### config.mk
export PLATFORM = sky130hd
export DESIGN_NAME = thc_div100
export DESIGN_NICKNAME = d
export VERILOG_FILES = /design/src/rtl/core/thc_pkg.sv /design/src/rtl/core/thc_div100.sv
export SDC_FILE = /design/constraint.sdc
export NUM_CORES = 1
export LEC_CHECK = 0
export ABC_AREA = 1
export BUFFER_PORTS_ARGS = -buffer_cell sky130_fd_sc_hd__buf_4
export CORE_MARGIN = 2
export CORE_UTILIZATION = 27
export DETAILED_ROUTE_END_ITERATION = 12
export GPL_TIMING_DRIVEN = 0
export PLACE_DENSITY = 0.45
export SYNTH_ARGS = -nofsm -noshare
export SYNTH_HDL_FRONTEND = slang
export SYNTH_SLANG_ARGS = --single-unit
### constraint.sdc
create_clock -name clk_i -period 7.3 [get_ports clk_i]
set_input_delay 1.825 -clock clk_i [delete_from_list [all_inputs] [get_ports clk_i]]
set_output_delay 1.825 -clock clk_i [all_outputs]
set_load 0.02 [all_outputs]
### src/rtl/core/thc_pkg.sv
`default_nettype none

package thc_pkg;

  // Field widths.
  localparam int unsigned RawTempW   = 20;
  localparam int unsigned RawHumW    = 16;
  localparam int unsigned ResultW    = 32;
  localparam int unsigned InDataW    = 40;
  localparam int unsigned OutDataW   = 64;
  localparam int unsigned CfgAddrW   = 3;
  localparam int unsigned CfgDataW   = 16;

  // Depth of the datapath, from the input register to the output register.
  localparam int unsigned NumStages  = 20;
  localparam int unsigned LastStage  = NumStages - 1;

  // Signed division by 100: |x| * ceil(2^37 / 100) >> 37 is exact for any 32-bit |x|.
  localparam logic [31:0] Div100Recip = 32'h51EB_851F;
  localparam int unsigned Div100Shift = 37;
  localparam int unsigned Div100QW    = 64 - Div100Shift;

  localparam logic [31:0] TempRound  = 32'd128;
  localparam logic [31:0] HumBias    = 32'd16384;
  localparam logic [31:0] HumScale   = 32'd1000;

  typedef enum logic [CfgAddrW-1:0] {
    CFG_TEMP_COEF_ONE        = 3'd0,
    CFG_TEMP_COEF_TWO        = 3'd1,
    CFG_TEMP_COEF_THREE      = 3'd2,
    CFG_HUM_COEF_ONE         = 3'd3,
    CFG_HUM_COEF_TWO         = 3'd4,
    CFG_HUM_COEF_THREE_FOUR  = 3'd5,
    CFG_HUM_COEF_FIVE_SEVEN  = 3'd6,
    CFG_HUM_COEF_SIX         = 3'd7
  } cfg_idx_e;

  // Arithmetic right shift of a 32-bit word.
  function automatic logic [31:0] asr32(input logic [31:0] v, input logic [4:0] s);
    logic signed [31:0] sv;
    sv = $signed(v);
    return 32'(sv >>> s);
  endfunction

endpackage

`default_nettype wire

### src/rtl/core/thc_div100.sv
`default_nettype none

// Three-stage signed divide by 100, truncating toward zero.
module thc_div100
  import thc_pkg::*;
(
  input  wire logic        clk_i,
  input  wire logic        en_i,
  input  wire logic [31:0] dividend_i,
  output logic      [31:0] quotient_o
);

  logic                  neg_a_q, neg_b_q;
  logic [31:0]           mag_q;
  logic [63:0]           prod_q;
  logic [Div100QW-1:0]   quo_mag;
  logic [31:0]           quo_q;

  assign quo_mag = prod_q[63:Div100Shift];

  always_ff @(posedge clk_i) begin
    if (en_i) begin
      neg_a_q <= dividend_i[31];
      mag_q   <= dividend_i[31] ? (~dividend_i + 32'd1) : dividend_i;
      neg_b_q <= neg_a_q;
      prod_q  <= 64'(mag_q) * 64'(Div100Recip);
      quo_q   <= neg_b_q ? (~32'(quo_mag) + 32'd1) : 32'(quo_mag);
    end
  end

  assign quotient_o = quo_q;

endmodule

`default_nettype wire

==> flow_metrics.env <==
export IMPL_status="finished clean"
export IMPL_die_h_um=301
export IMPL_critPathTopFamily="adder cells"
export IMPL_r2r_start="mag_q[10]"
export IMPL_drv_cap=0
export IMPL_clkTransAtPathRegs_ns=0.09
export IMPL_dp_hpwl_mm=62.6
export IMPL_period_share=0.946
export IMPL_synth_fp_nets=3656
export IMPL_drv_slew=0
export IMPL_wl_per_cell_um=17.0
export IMPL_maxSlewHeadroom=0.154
export IMPL_yosysTopAreaCell="fa_1"
export IMPL_hold_class="flip-flop to flip-flop"
export IMPL_start_util=0.273
export IMPL_fmaxAchievable_mhz=145
export IMPL_hold_end="quotient_o[0]"
export IMPL_synth_most_common_cell="inv_1"
export IMPL_gp_congestion=0.878
export IMPL_die_width_um=301
export IMPL_io_buffers=65
export IMPL_r2r_slack_ns=0.39
export IMPL_grt_setup_unrepaired="no"
export IMPL_postCtsSetupBuffers=0
export IMPL_clk_path_buf_depth=2
export IMPL_synth_seq_area_share=0.116
export IMPL_synth_top_area_share=0.328
export IMPL_cts_root_buf="clkbuf_16"
export IMPL_grt_pass1_vias=18600
export IMPL_ant_nets=0
export IMPL_routed_wl_mm=69.4
export IMPL_htreeDepth=3
export IMPL_cp_cell_sequence="ha_1 -> fa_1 -> fa_1 -> inv_1 -> fa_1 -> inv_1 -> fa_1 -> fa_1 -> fa_1 -> inv_1 -> fa_1 -> inv_1 -> ha_1 -> nand2_1 -> nor2_2 -> inv_1 -> nor3_2 -> nand2_1 -> nor2_1 -> nand2_1 -> nand3_1 -> nand2_1"
export IMPL_io_pins=66
export IMPL_viasPerCell=4.20
export IMPL_crit_arrival_ns=7.06
export IMPL_track_usage=0.163
export IMPL_r2r_end="prod_q[51]"
export IMPL_synth_ff_latch_count=92
export IMPL_synth_async_reset_ratio=0
export IMPL_hold_slack_ns=0.459
export IMPL_vias=17100
export IMPL_tns_ns=0
export IMPL_worstSetupPathType="flip-flop to flip-flop"
export IMPL_critPathBufInv=5
export IMPL_cts_resized=0
export IMPL_cpMostUsedCell="fa_1"
export IMPL_nFillCells=9497
export IMPL_avgSynthCellArea_um2=8.37
export IMPL_ys_warn_count=0
export IMPL_drt_iter0_drc=910
export IMPL_overflow=0
export IMPL_cp_end_kind="flip-flop"
export IMPL_start_kind="flip-flop"
export IMPL_cts_hold_buf=0
export IMPL_synth_edff_count=92
export IMPL_syn_area_um2=23800
export IMPL_synth_top_cells_by_area="fa_1 33%, ha_1 21%, inv_1 14%"
export IMPL_grt_pass1_wl_mm=110
export IMPL_nets=3732
export IMPL_multi_input_area_um2=17500
export IMPL_cts_tree="done"
export IMPL_synth_cell_type_count=37
export IMPL_seqCellArea_um2=2760
export IMPL_placementRows=108
export IMPL_cp_slowest_stage_delay_ns=0.87
export IMPL_clock_sinks=92
export IMPL_diodes=0
export IMPL_hold_viol_final=0
export IMPL_worstPathMaxFanout=10
export IMPL_tightest_slew_ns=1.27
export IMPL_grt_max_degree=93
export IMPL_clkLatencyLatePin_ns=0.40
export IMPL_first_pass_iters=5
export IMPL_fin_worst_skew_ns=0.0245
export IMPL_synth_top_flop_cell="edfxtp_1"
export IMPL_required_ns=7.45
export IMPL_rr_worst_depth=22
export IMPL_yosys_top_cells_count="907 x inv_1, 583 x nand2_1, 395 x ha_1"
export IMPL_drc=0
export IMPL_drive_gt1_frac=0.0552
export IMPL_cts_made_buffers=9
export IMPL_slowest_stage="edfxtp_1"
export IMPL_die_area_um2=90400
export IMPL_areaGrowthSynthToFinish_pct=9.41
export IMPL_fin_crit_ns=6.91
export IMPL_antenna_found_initial=0
export IMPL_setup_violations=0
export IMPL_core_area_um2=87000
export IMPL_worstHoldStart="prod_q[37]"
export IMPL_hold_path_cell_count=0
export IMPL_synth_cells=2838
-- area by class of cell --
| type | instances | area share |
|---|---|---|
| flip-flops and latches | 92 | 0.106 |
| clock inverters | 7 | 0.00298 |
| well taps | 1155 | 0.0556 |
| clock buffers | 9 | 0.00866 |
| multi-input cells | 1814 | 0.673 |
| plain buffers | 6 | 0.000866 |
| repair buffers | 65 | 0.0188 |
| inverters | 926 | 0.134 |
-- through the flow --
step,instances,util,setup WS (ns),area [um2]
after global placement,4058,0.295,0.351,25700
after detailed placement,4058,0.295,0.414,25700
final,4074,0.299,0.392,26000
after global routing,4074,0.299,0.0940,26000
after floorplan,2838,-,1.47,23800
after CTS,4074,0.299,0.385,26000
-- worst max-delay path by stage --
stage,startpoint,endpoint,slack (ns),cells after the start
finish,mag_q[10],prod_q[51],0.39,22
global route,mag_q[1],prod_q[43],0.09,24
CTS,mag_q[4],prod_q[51],0.38,24
detailed placement,mag_q[4],prod_q[51],0.41,24
global placement,mag_q[4],prod_q[51],0.35,24
floorplan,mag_q[12],prod_q[51],1.47,22
-- metal layers --
metal  share of wire  up-vias  global-route usage  routed length (um)
met1            0.47     8255               0.225               32900
met5               0        -                   0                   0
li1                -     8535                   -                   -
met2            0.47      255               0.273               32300
met4           0.025        0              0.0439                1750
met3           0.035       48              0.0166                2430
-- kinds of logic (layout without fill, tap and decap cells) --
| family | Yosys count | count (layout) | synth area share |
|---|---|---|---|
| DFF | 92 | 92 | 0.116 |
| buffers and inverters | 932 | 1013 | 0.147 |
| AOI/OAI and AO/OA | 92 | 92 | 0.0224 |
| and+or+nand+nor | 883 | 883 | 0.158 |
| xor gates and xnor gates | 55 | 55 | 0.0203 |
| adders and majority gates | 784 | 784 | 0.536 |
-- registers in the layout (all words and copies together), names as in the netlist --
signal / cells
mag_q: 32
neg_b_q: 1
quotient_o: 32
prod_q: 26
neg_a_q: 1
-- placed cells by master (no fill, tap or decap), types with 2 or more instances in the layout --
master	netlist	routed
inv_1	907	907
nand2_1	583	583
ha_1	395	395
fa_1	389	389
nor2_1	123	123
edfxtp_1	92	92
nand3_1	78	78
buf_4	0	65
a21oi_1	44	44
xor2_1	39	39
nand4_1	21	21
o21ai_0	21	21
nor2_2	20	20
inv_2	18	18
xnor2_1	16	16
nand2_2	14	14
o21bai_1	12	12
nor3_1	12	12
nor3_2	11	11
nor2_4	10	10
clkbuf_16	0	9
a31oi_1	6	6
clkbuf_1	5	5
o21ai_1	3	3
inv_6	0	3
nand3b_1	2	2
and2_1	2	2
nor4_1	2	2
o31ai_1	2	2
clkinv_8	0	2
Power is left out: the tool's default activity adds up to more than one toggle a clock period on the data nets, which glitch-free logic cannot reach.
